## src/rtl/mau_pkg.sv

```systemverilog
// mau_pkg: shared constants for the modular arithmetic unit.
// Used by mau_mulmod, modular_arithmetic_unit and mau_checker; no dependencies.
package mau_pkg;

    localparam int VALUE_BITS_DEF = 31;
    localparam int DATA_W         = 31;
    localparam int REQ_W          = 3;

    localparam logic [DATA_W-1:0] MODULUS_RESET = 31'd1000000007;

    localparam logic [REQ_W-1:0] OP_NEG = 3'd0;
    localparam logic [REQ_W-1:0] OP_ADD = 3'd1;
    localparam logic [REQ_W-1:0] OP_SUB = 3'd2;
    localparam logic [REQ_W-1:0] OP_MUL = 3'd3;
    localparam logic [REQ_W-1:0] OP_INV = 3'd4;
    localparam logic [REQ_W-1:0] OP_DIV = 3'd5;

endpackage

```

## src/rtl/mau_mulmod.sv

```systemverilog
// mau_mulmod: bit-serial interleaved modular multiplier, one bit of y per cycle.
// Computes (x * y) mod m for x < m. Depends on mau_pkg.
module mau_mulmod #(
    parameter int VALUE_BITS = mau_pkg::VALUE_BITS_DEF
) (
    input  logic                  clk,
    input  logic                  rst_n,
    input  logic                  start,
    input  logic [VALUE_BITS-1:0] x,
    input  logic [VALUE_BITS-1:0] y,
    input  logic [VALUE_BITS-1:0] m,
    output logic                  done,
    output logic [VALUE_BITS-1:0] prod
);

    localparam int CW = $clog2(VALUE_BITS);
    localparam int TW = VALUE_BITS + 2;

    logic                  busy_reg, busy_next;
    logic                  done_reg, done_next;
    logic [CW-1:0]         cnt_reg, cnt_next;
    logic [VALUE_BITS-1:0] acc_reg, acc_next;
    logic [VALUE_BITS-1:0] x_reg, x_next;
    logic [VALUE_BITS-1:0] y_reg, y_next;

    logic [TW-1:0] t;
    logic [TW-1:0] m1;
    logic [TW-1:0] m2;
    logic [TW-1:0] d1;
    logic [TW-1:0] d2;

    always_comb
    begin
        m1 = {2'b00, m};
        m2 = {1'b0, m, 1'b0};
        t  = {1'b0, acc_reg, 1'b0} + (y_reg[VALUE_BITS-1] ? {2'b00, x_reg} : '0);
        d1 = t - m1;
        d2 = t - m2;
    end

    always_comb
    begin
        busy_next = busy_reg;
        done_next = 1'b0;
        cnt_next  = cnt_reg;
        acc_next  = acc_reg;
        x_next    = x_reg;
        y_next    = y_reg;
        if (start)
        begin
            busy_next = 1'b1;
            cnt_next  = CW'(VALUE_BITS - 1);
            acc_next  = '0;
            x_next    = x;
            y_next    = y;
        end
        else if (busy_reg)
        begin
            if (t >= m2)
            begin
                acc_next = d2[VALUE_BITS-1:0];
            end
            else if (t >= m1)
            begin
                acc_next = d1[VALUE_BITS-1:0];
            end
            else
            begin
                acc_next = t[VALUE_BITS-1:0];
            end
            y_next = {y_reg[VALUE_BITS-2:0], 1'b0};
            if (cnt_reg == '0)
            begin
                busy_next = 1'b0;
                done_next = 1'b1;
            end
            else
            begin
                cnt_next = cnt_reg - 1'b1;
            end
        end
    end

    always_ff @(posedge clk or negedge rst_n)
    begin
        if (!rst_n)
        begin
            busy_reg <= 1'b0;
            done_reg <= 1'b0;
            cnt_reg  <= '0;
        end
        else
        begin
            busy_reg <= busy_next;
            done_reg <= done_next;
            cnt_reg  <= cnt_next;
        end
    end

    always_ff @(posedge clk)
    begin
        acc_reg <= acc_next;
        x_reg   <= x_next;
        y_reg   <= y_next;
    end

    assign done = done_reg;
    assign prod = acc_reg;

endmodule

```

## src/rtl/modular_arithmetic_unit.sv

```systemverilog
// modular_arithmetic_unit: top level, modulus register and operation sequencer.
// Instantiates mau_mulmod; depends on mau_pkg.
//
// A transaction is taken at a rising edge where start is high and busy is low. Busy
// then stays high until the single result appears on result/status with done high for
// one cycle. The receiver cannot stall: it must take the result in that cycle. Busy is
// already low in the done cycle, so the next transaction can be taken there. Every
// product, every operand reduction and every step of the Fermat power runs through the
// one bit-serial modular multiplier. Negate, add and subtract take two reduction
// passes; multiply takes three passes; a zero residue for inverse or divide is flagged
// after the two reduction passes. Otherwise inverse takes one squaring pass for each
// bit of the exponent (modulus - 2) and one more pass for each set bit; divide adds
// one pass. Selector codes 6 and 7 return 0 without a multiplier pass. Modulus register
// values 0 and 1 act as modulus 1; the modulus may only be written while busy is low.
module modular_arithmetic_unit #(
    parameter int VALUE_BITS = mau_pkg::VALUE_BITS_DEF
) (
    input  logic                         clk,
    input  logic                         rst_n,
    input  logic                         start,
    output logic                         busy,
    input  logic [mau_pkg::REQ_W-1:0]    req_type,
    input  logic [mau_pkg::DATA_W-1:0]   operand_a,
    input  logic [mau_pkg::DATA_W-1:0]   operand_b,
    output logic                         done,
    output logic [mau_pkg::DATA_W-1:0]   result,
    output logic                         status,
    input  logic                         cfg_wr_en,
    input  logic [mau_pkg::DATA_W-1:0]   cfg_wr_data
);

    localparam int W = VALUE_BITS;

    localparam logic [3:0] ST_IDLE     = 4'd0;
    localparam logic [3:0] ST_RED_A    = 4'd1;
    localparam logic [3:0] ST_RED_B    = 4'd2;
    localparam logic [3:0] ST_DISPATCH = 4'd3;
    localparam logic [3:0] ST_POW_INIT = 4'd4;
    localparam logic [3:0] ST_POW_STEP = 4'd5;
    localparam logic [3:0] ST_POW_ACC  = 4'd6;
    localparam logic [3:0] ST_POW_SQR  = 4'd7;
    localparam logic [3:0] ST_MUL_WAIT = 4'd8;

    logic [3:0]                state_reg, state_next;
    logic [W-1:0]              mod_reg, mod_next;
    logic [mau_pkg::REQ_W-1:0] op_reg, op_next;
    logic [W-1:0]              a_reg, a_next;
    logic [W-1:0]              b_reg, b_next;
    logic [W-1:0]              acc_reg, acc_next;
    logic [W-1:0]              base_reg, base_next;
    logic [W-1:0]              exp_reg, exp_next;
    logic [W-1:0]              res_reg, res_next;
    logic                      st_reg, st_next;
    logic                      done_reg, done_next;
    logic                      mm_start_reg, mm_start_next;
    logic [W-1:0]              mm_x_reg, mm_x_next;
    logic [W-1:0]              mm_y_reg, mm_y_next;

    logic         mm_done;
    logic [W-1:0] mm_prod;
    logic         mod_small;
    logic [W-1:0] m_eff;
    logic [W-1:0] one_res;
    logic [W:0]   sum;
    logic [W:0]   sum_red;
    logic [W:0]   diff_wrap;

    assign mod_small = (mod_reg < W'(2));
    assign m_eff     = mod_small ? W'(1) : mod_reg;
    assign one_res   = mod_small ? '0 : W'(1);

    assign sum       = {1'b0, a_reg} + {1'b0, b_reg};
    assign sum_red   = sum - {1'b0, m_eff};
    assign diff_wrap = {1'b0, a_reg} + {1'b0, m_eff} - {1'b0, b_reg};

    mau_mulmod #(
        .VALUE_BITS(VALUE_BITS)
    ) u_mulmod (
        .clk   (clk),
        .rst_n (rst_n),
        .start (mm_start_reg),
        .x     (mm_x_reg),
        .y     (mm_y_reg),
        .m     (m_eff),
        .done  (mm_done),
        .prod  (mm_prod)
    );

    always_comb
    begin
        mod_next = mod_reg;
        if (cfg_wr_en)
        begin
            mod_next = cfg_wr_data[W-1:0];
        end
    end

    always_comb
    begin
        state_next    = state_reg;
        op_next       = op_reg;
        a_next        = a_reg;
        b_next        = b_reg;
        acc_next      = acc_reg;
        base_next     = base_reg;
        exp_next      = exp_reg;
        res_next      = res_reg;
        st_next       = st_reg;
        done_next     = 1'b0;
        mm_start_next = 1'b0;
        mm_x_next     = mm_x_reg;
        mm_y_next     = mm_y_reg;
        case (state_reg)
            ST_IDLE:
            begin
                if (start)
                begin
                    op_next = req_type;
                    a_next  = operand_a[W-1:0];
                    b_next  = operand_b[W-1:0];
                    if (req_type > mau_pkg::OP_DIV)
                    begin
                        state_next = ST_DISPATCH;
                    end
                    else
                    begin
                        mm_start_next = 1'b1;
                        mm_x_next     = one_res;
                        mm_y_next     = operand_a[W-1:0];
                        state_next    = ST_RED_A;
                    end
                end
            end
            ST_RED_A:
            begin
                if (mm_done)
                begin
                    a_next        = mm_prod;
                    mm_start_next = 1'b1;
                    mm_x_next     = one_res;
                    mm_y_next     = b_reg;
                    state_next    = ST_RED_B;
                end
            end
            ST_RED_B:
            begin
                if (mm_done)
                begin
                    b_next     = mm_prod;
                    state_next = ST_DISPATCH;
                end
            end
            ST_DISPATCH:
            begin
                st_next    = 1'b0;
                res_next   = '0;
                state_next = ST_IDLE;
                done_next  = 1'b1;
                case (op_reg)
                    mau_pkg::OP_NEG:
                    begin
                        res_next = (a_reg == '0) ? '0 : m_eff - a_reg;
                    end
                    mau_pkg::OP_ADD:
                    begin
                        res_next = (sum >= {1'b0, m_eff}) ? sum_red[W-1:0] : sum[W-1:0];
                    end
                    mau_pkg::OP_SUB:
                    begin
                        res_next = (a_reg >= b_reg) ? a_reg - b_reg : diff_wrap[W-1:0];
                    end
                    mau_pkg::OP_MUL:
                    begin
                        done_next     = 1'b0;
                        mm_start_next = 1'b1;
                        mm_x_next     = a_reg;
                        mm_y_next     = b_reg;
                        state_next    = ST_MUL_WAIT;
                    end
                    mau_pkg::OP_INV:
                    begin
                        if (a_reg == '0)
                        begin
                            st_next = 1'b1;
                        end
                        else
                        begin
                            done_next  = 1'b0;
                            base_next  = a_reg;
                            state_next = ST_POW_INIT;
                        end
                    end
                    mau_pkg::OP_DIV:
                    begin
                        if (b_reg == '0)
                        begin
                            st_next = 1'b1;
                        end
                        else
                        begin
                            done_next  = 1'b0;
                            base_next  = b_reg;
                            state_next = ST_POW_INIT;
                        end
                    end
                    default:
                    begin
                        res_next = '0;
                    end
                endcase
            end
            ST_POW_INIT:
            begin
                acc_next   = W'(1);
                exp_next   = m_eff - W'(2);
                state_next = ST_POW_STEP;
            end
            ST_POW_STEP:
            begin
                if (exp_reg == '0)
                begin
                    if (op_reg == mau_pkg::OP_INV)
                    begin
                        res_next   = acc_reg;
                        done_next  = 1'b1;
                        state_next = ST_IDLE;
                    end
                    else
                    begin
                        mm_start_next = 1'b1;
                        mm_x_next     = a_reg;
                        mm_y_next     = acc_reg;
                        state_next    = ST_MUL_WAIT;
                    end
                end
                else if (exp_reg[0])
                begin
                    mm_start_next = 1'b1;
                    mm_x_next     = acc_reg;
                    mm_y_next     = base_reg;
                    state_next    = ST_POW_ACC;
                end
                else
                begin
                    mm_start_next = 1'b1;
                    mm_x_next     = base_reg;
                    mm_y_next     = base_reg;
                    state_next    = ST_POW_SQR;
                end
            end
            ST_POW_ACC:
            begin
                if (mm_done)
                begin
                    acc_next      = mm_prod;
                    mm_start_next = 1'b1;
                    mm_x_next     = base_reg;
                    mm_y_next     = base_reg;
                    state_next    = ST_POW_SQR;
                end
            end
            ST_POW_SQR:
            begin
                if (mm_done)
                begin
                    base_next  = mm_prod;
                    exp_next   = {1'b0, exp_reg[W-1:1]};
                    state_next = ST_POW_STEP;
                end
            end
            ST_MUL_WAIT:
            begin
                if (mm_done)
                begin
                    res_next   = mm_prod;
                    done_next  = 1'b1;
                    state_next = ST_IDLE;
                end
            end
            default:
            begin
                state_next = ST_IDLE;
            end
        endcase
    end

    always_ff @(posedge clk or negedge rst_n)
    begin
        if (!rst_n)
        begin
            state_reg    <= ST_IDLE;
            mod_reg      <= mau_pkg::MODULUS_RESET[W-1:0];
            done_reg     <= 1'b0;
            mm_start_reg <= 1'b0;
            st_reg       <= 1'b0;
        end
        else
        begin
            state_reg    <= state_next;
            mod_reg      <= mod_next;
            done_reg     <= done_next;
            mm_start_reg <= mm_start_next;
            st_reg       <= st_next;
        end
    end

    always_ff @(posedge clk)
    begin
        op_reg   <= op_next;
        a_reg    <= a_next;
        b_reg    <= b_next;
        acc_reg  <= acc_next;
        base_reg <= base_next;
        exp_reg  <= exp_next;
        res_reg  <= res_next;
        mm_x_reg <= mm_x_next;
        mm_y_reg <= mm_y_next;
    end

    assign busy   = (state_reg != ST_IDLE);
    assign done   = done_reg;
    assign result = mau_pkg::DATA_W'(res_reg);
    assign status = st_reg;

endmodule

```

## config.mk

```make
export PLATFORM = sky130hd
export DESIGN_NAME = modular_arithmetic_unit
export DESIGN_NICKNAME = d
export VERILOG_FILES = /design/src/rtl/mau_pkg.sv /design/src/rtl/mau_mulmod.sv /design/src/rtl/modular_arithmetic_unit.sv
export SDC_FILE = /design/constraint.sdc
export NUM_CORES = 1
export LEC_CHECK = 0
export ABC_AREA = 1
export BUFFER_PORTS_ARGS = -buffer_cell sky130_fd_sc_hd__buf_2
export CAP_MARGIN = 20
export CORE_ASPECT_RATIO = 1.2
export CORE_UTILIZATION = 25
export DETAILED_ROUTE_END_ITERATION = 16
export PLACE_DENSITY = 0.44
export SLEW_MARGIN = 10
export SYNTH_ARGS = -nofsm -noshare
export SYNTH_HDL_FRONTEND = slang
export SYNTH_SLANG_ARGS = --single-unit
```

## constraint.sdc

```tcl
create_clock -name clk -period 18.9 [get_ports clk]
set_input_delay 0 -clock clk [delete_from_list [all_inputs] [get_ports clk]]
set_output_delay 0 -clock clk [all_outputs]
set_load 0.005 [all_outputs]
```

---- After elaboration in Yosys (flattened, before gate mapping) ----
Cells that the tools add are included.
storage, ports and cells
  register bits ........................... 389
  output and inout port bits .............. 34
  logic and storage cells ................. 170
cells by class
  add/subtract/negate cells ............... 11
  $lt $le $gt $ge ......................... 6
  equal/unequal tests ..................... 28
  mux-type cells .......................... 79
  reductions and logical operators ........ 26
operators with widths
  kind                                                 count
  2-to-1 mux 31 bit                                    31
  case mux 31 bit (2 select lines)                     6
  case mux 31 bit (5 select lines)                     2
  case mux 31 bit (3 select lines)                     2
  subtractor 31 bit                                    6
  logical NOT 31 bit                                   3
  case mux 4 bit (9 select lines)                      1
  adder 32 x 31 -> 33 bit                              1
  >= comparator 33 x 31 -> 1 bit                       1
  >= comparator 33 x 32 -> 1 bit                       1
  adder 31 x 31 -> 32 bit                              1
  >= comparator 32 x 31 -> 1 bit                       1
  2-to-1 mux 4 bit                                     8
  adder 31 bit                                         1
  >= comparator 31 bit                                 1
  < comparator 31 x 2 -> 1 bit, second input constant  1
  subtractor 31 x 2 -> 31 bit, second input constant   1
  2-to-1 mux 1 bit                                     18
  == test 4 x 3 -> 1 bit, second input constant        4
  2-to-1 mux 5 bit                                     3
  != test 2 x 1 -> 1 bit, second input constant        6
  != test 3 bit, second input constant                 4
  case mux 4 bit (3 select lines)                      1
  nonzero test 2 bit                                   6
  27 further kinds                                     40

---- Depth between registers and ports, before layout ----
  word-level depth ........................ 7
  depth in mapped cells ................... 34

---- Modules after synthesis ----
A second synthesis with hierarchy kept.
second synthesis, totals
  cells, all modules ...................... 5,568
  area, all modules ....................... 37,370.8 um^2
by module, submodules not included
  module                   times used  cells each  area each (um^2)  seq. area each (um^2)
  modular_arithmetic_unit  1           3,930       26,939.6          8,508.2
  mau_mulmod               1           1,638       10,431.3          2,657.5

---- Least setup slack after synthesis ----
No wires, ideal clock.
  path kind ............................... flip-flop to flip-flop
  from .................................... reg state_reg[0]
  to ...................................... reg res_reg[0] (netlist: result[0]), enable pin
  library setup time ...................... 0.587 ns
  arrival ................................. 6.079 ns
  data required time ...................... 18.313 ns
  path slack .............................. 12.234 ns
  stages on the path, launching flop included .. 8
  buffers on the path ..................... 2
  period minus slack after synthesis ...... 6.666 ns
  path through ............................ dfrtp_1 clkbuf_1 inv_1 nor2_1 nand2_1 clkbuf_1 nor2_1 a2111oi_0
between the ends
  cells in the longest elaborated chain, start to end .. 3
ends and longest elaborated chain
  element                                                 line                            RTL
  start: declaration                                      modular_arithmetic_unit.sv:44   logic [3:0] state_reg, state_next;
  start signal: assignment                                modular_arithmetic_unit.sv:299  state_reg <= state_next;
  == test 4 x 3 -> 1 bit (tied with other cells)          modular_arithmetic_unit.sv:113  case (state_reg)
  != test 2 bit (no source line) (tied with other cells)  n/a
  AND reduction 4 bit (no source line) *                  n/a
  end signal: assignment                                  modular_arithmetic_unit.sv:315  res_reg <= res_next;
  end: declaration                                        modular_arithmetic_unit.sv:52   logic [W-1:0] res_reg, res_next;
Mark *: on every way between the ends. The rest lies on a longest branch, timed or not.
A chain may end at the register's enable or synchronous reset.

---- Worst setup path in the final report ----
  from .................................... reg mod_reg[8]
  to ...................................... reg res_reg[11] (netlist: result[11]), data pin
between the ends
  cells in the longest elaborated chain, start to end .. 7
ends and longest elaborated chain
  element                             line                            RTL
  start: declaration                  modular_arithmetic_unit.sv:45   logic [W-1:0] mod_reg, mod_next;
  start signal: assignment            modular_arithmetic_unit.sv:292  mod_reg <= mau_pkg::MODULUS_RESET[W-1:0];
  start signal: assignment            modular_arithmetic_unit.sv:300  mod_reg <= mod_next;
  < comparator 31 x 2 -> 1 bit        modular_arithmetic_unit.sv:68   assign mod_small = (mod_reg < W'(2));
  2-to-1 mux 31 bit *                 modular_arithmetic_unit.sv:69   assign m_eff = mod_small ? W'(1) : mod_reg;
  adder 31 bit                        modular_arithmetic_unit.sv:74   assign diff_wrap = {1'b0, a_reg} + {1'b0, m_eff} - {1'b0, b_reg};
  subtractor 31 bit                   modular_arithmetic_unit.sv:74
  2-to-1 mux 31 bit                   modular_arithmetic_unit.sv:170  res_next = (a_reg >= b_reg) ? a_reg - b_reg : diff_wrap[W-1:0];
  case mux 31 bit (3 select lines) *  modular_arithmetic_unit.sv:159  case (op_reg)
  case mux 31 bit (3 select lines) *  modular_arithmetic_unit.sv:113
  net res_next[11]                    modular_arithmetic_unit.sv:52
Mark *: on every way through the listed nets, which the timed path passes. The rest lies on a longest branch.

==> reports/metrics.cfg <==
[outcome]
status=finished clean

[clock_tree]
cts.sinks=389
cts_resized=0
h-tree-depth=2
clockBufferDepth=3
cts_hold_buf=141
cts_root_buffer=clkbuf_16
clk_transition_reported_paths_ns=0.06
cts_buffers=50
post_cts_buffers=0
insertion_delay_ns=0.67
cts_tree=built

[hold_path]
hold_class=input pin to flip-flop

[critical_path]
slowest_stage=nand4_1
reg2reg_depth=29
crit_fanout=32
r2r_end=result[11]
slowest_delay_ns=0.72
path_common_cell=nand2_1
crit_path_start=mod_reg[8]
critPathLaunchType=flip-flop
cp.required_ns=19.44
worstSetupEndpointType=flip-flop
r2r_slack_ns=11.59
crit_type=flip-flop to flip-flop
crit_end=result[11]
r2r-start=mod_reg[8]
arrival_ns=7.84

[run]
drv_cap=0

[sta]
whs_ns=0.0349
rsz0062_at_grt=false
setup_viol=0
max_freq_mhz=137
final.setup_skew_ns=0.0302
hold_violations=0
fin_tns_setup_ns=0
tightest_slew_ns=1.16
slew_viol_final=0
period_minus_slack_ns=7.31
min_period_over_period_pct=38.7
slew_headroom_pct=22.5

[power_and_ir_drop]
p_switching_mw=5.91
p_per_area_mw_per_mm2=233
ir_drop_mv=0.103
p_leak_nw=19.5
p_comb_share_pct=72.3
power_frac_seq_pct=16.7
clkPwrFrac_pct=11.1
swShare_pct=59.1
power.total_mw=10.0
intPower_mw=4.09

[synthesis]
syn_nets=5716
synthDistinctLibCells=57
synth_ff_type=edfxtp_1
synthCells=5330
syn-cell-area_mm2=0.0370
yosysSeqAreaShare_pct=30.2
ys_warn_count=0
syn_area_per_cell_um2=6.94
ys_ff_latch=389
async_flop_share_pct=11.6
synth_edf_count=313

[grt]
grt_use_total_pct=27.1
grt_max_degree=78
grt_pass1_wl_um=288000
antenna_found_initial=11
grt_overflow=0
grt_pass1_vias=37500

[route]
wl_met1_um=90000
wl_per_cell_um=27.8
top_layer=met5
wl_met2_um=93300
drcViolationCount=0
routed_via_density=5.17
drt_iter0_drc=3882
met3_length_um=12100
vias=38900
routed_wirelength_um=209000
firstDrtPassIters=6
ant_nets=0

[finish]
seqCellArea_mm2=0.0112
fin_util_pct=29.3
multiInputGateArea_mm2=0.0220
fin_nets=5901
area.growth.synth_to_final_pct=16.3
drive_above_1_share_pct=7.67
fillers=16400

[floorplanning]
initial_core_util_pct=25.2
fp.dieH_um=423
core_mm2=0.147
rows=154
fp.dieW_um=353
die_area_mm2=0.149
ios=134

[placement]
finalWeightedCongestion=1.07
dp.final_hpwl_um=172000
io_buffers=133

-- layer usage --
metal	GRT usage, %	vias up
met4	14.9	6
met5	0	-
met1	35.7	18900
li1	-	18100
met3	2.91	293
met2	43.2	1535
-- critical path: cells and delay by family (launching register included) --
kind | cells | cell delay (ns)
simple gates | 25 | 5.36
fa+ha+maj | 2 | 0.71
buf+inv | 2 | 0.63
flops | 1 | 0.39
-- per-stage QoR --
| stage | worst slack, ns | std cells | area (um^2) |
|---|---|---|---|
| 6_report | 11.59 | 7508 | 43000 |
| 3_5_place_dp | 11.77 | 7272 | 39700 |
| 4_1_cts | 11.77 | 7506 | 43000 |
| 2_1_floorplan | 12.23 | 5330 | 37000 |
| 5_1_grt | 11.32 | 7506 | 43000 |
| 3_3_place_gp | 11.80 | 7271 | 39700 |
-- kinds of logic (layout without fill, tap and decap cells) --
group	count (synthesis)	count (layout)	share of synthesized area, %
and+or+nand+nor	2466	2466	28.5
AOI/OAI and AO/OA	1013	1013	16.1
buffers and inverters	1008	1234	10.8
DFF	389	389	30.2
adders and majority gates	286	286	10.4
xor gates and xnor gates	168	168	3.98
other	0	2	0
-- cell usage after synthesis, types with 15 or more instances --
cell type	count	area, um^2
nand2_1	1368	5130
inv_1	785	2950
nor2_1	434	1630
nand3_1	390	1950
o21ai_0	354	1770
edfxtp_1	313	9400
a21oi_1	307	1540
ha_1	249	3120
clkbuf_1	132	495
xor2_1	121	1060
nand4_1	109	682
o211ai_1	78	586
xnor2_1	47	412
o21bai_1	44	330
nor3_1	43	215
fa_1	37	741
o2111ai_1	35	307
buf_2	34	170
o221ai_1	33	289
o22ai_1	32	200
dfxtp_1	31	621
dfrtp_1	29	726
nor4_1	26	163
a21boi_0	23	173
a21o_1	23	173
o21ai_1	23	115
a31oi_1	22	138
a21oi_2	20	175
nand2_2	20	125
nand3b_1	17	128
buf_6	16	180
dfstp_2	16	420
inv_2	15	56.3
nand3_2	15	150
-- final cells by class --
class / instances / share of cell area [%]
multi-input combinational: 3933 / 51.1
sequential: 389 / 26.0
inverter: 808 / 7.05
timing repair buffer: 333 / 5.91
clock inverter: 33 / 1.23
clock buffer: 60 / 3.09
tap: 1950 / 5.67
antenna: 2 / 0.0116
-- worst min path at each step --
stage / startpoint / endpoint / slack (ns) / cells after the start
CTS: cfg_wr_en / mod_reg[14] / 0.0007 / 3
floorplan: rst_n / done / -0.30 / 0
detailed placement: req_type[0] / op_reg[0] / 0.18 / 1
global route: req_type[0] / op_reg[0] / 0.05 / 2
global placement: req_type[0] / op_reg[0] / 0.18 / 1
finish: cfg_wr_en / mod_reg[29] / 0.03 / 3
-- placed cells by master, fill, tap and decap left out, types with 25 or more instances in the layout --
cell / count
a21oi_1: 306
clkbuf_16: 50
xnor2_1: 47
nor4_1: 26
xor2_1: 121
dfrtp_1: 28
o21ai_0: 349
edfxtp_1: 313
buf_2: 134
nor3_1: 40
nand4_1: 109
ha_1: 249
buf_4: 56
nand2_2: 25
nand3_1: 390
inv_1: 783
o2111ai_1: 34
o221ai_1: 33
nor2_1: 431
dfxtp_1: 31
o211ai_1: 78
o22ai_1: 32
fa_1: 37
o21bai_1: 44
dlygate4sd3_1: 141
nand2_1: 1363
-- power groups by stage --
stage               Clock (mW)  Sequential (mW)  Combinational, mW
global route              1.15             1.68               7.80
global placement             0             1.68               7.10
finish                    1.11             1.67               7.23
floorplan                    0             1.49               4.59
detailed placement           0             1.68               7.00
CTS                       1.13             1.67               7.08
Note: power is estimated with default switching activity, not from simulation.
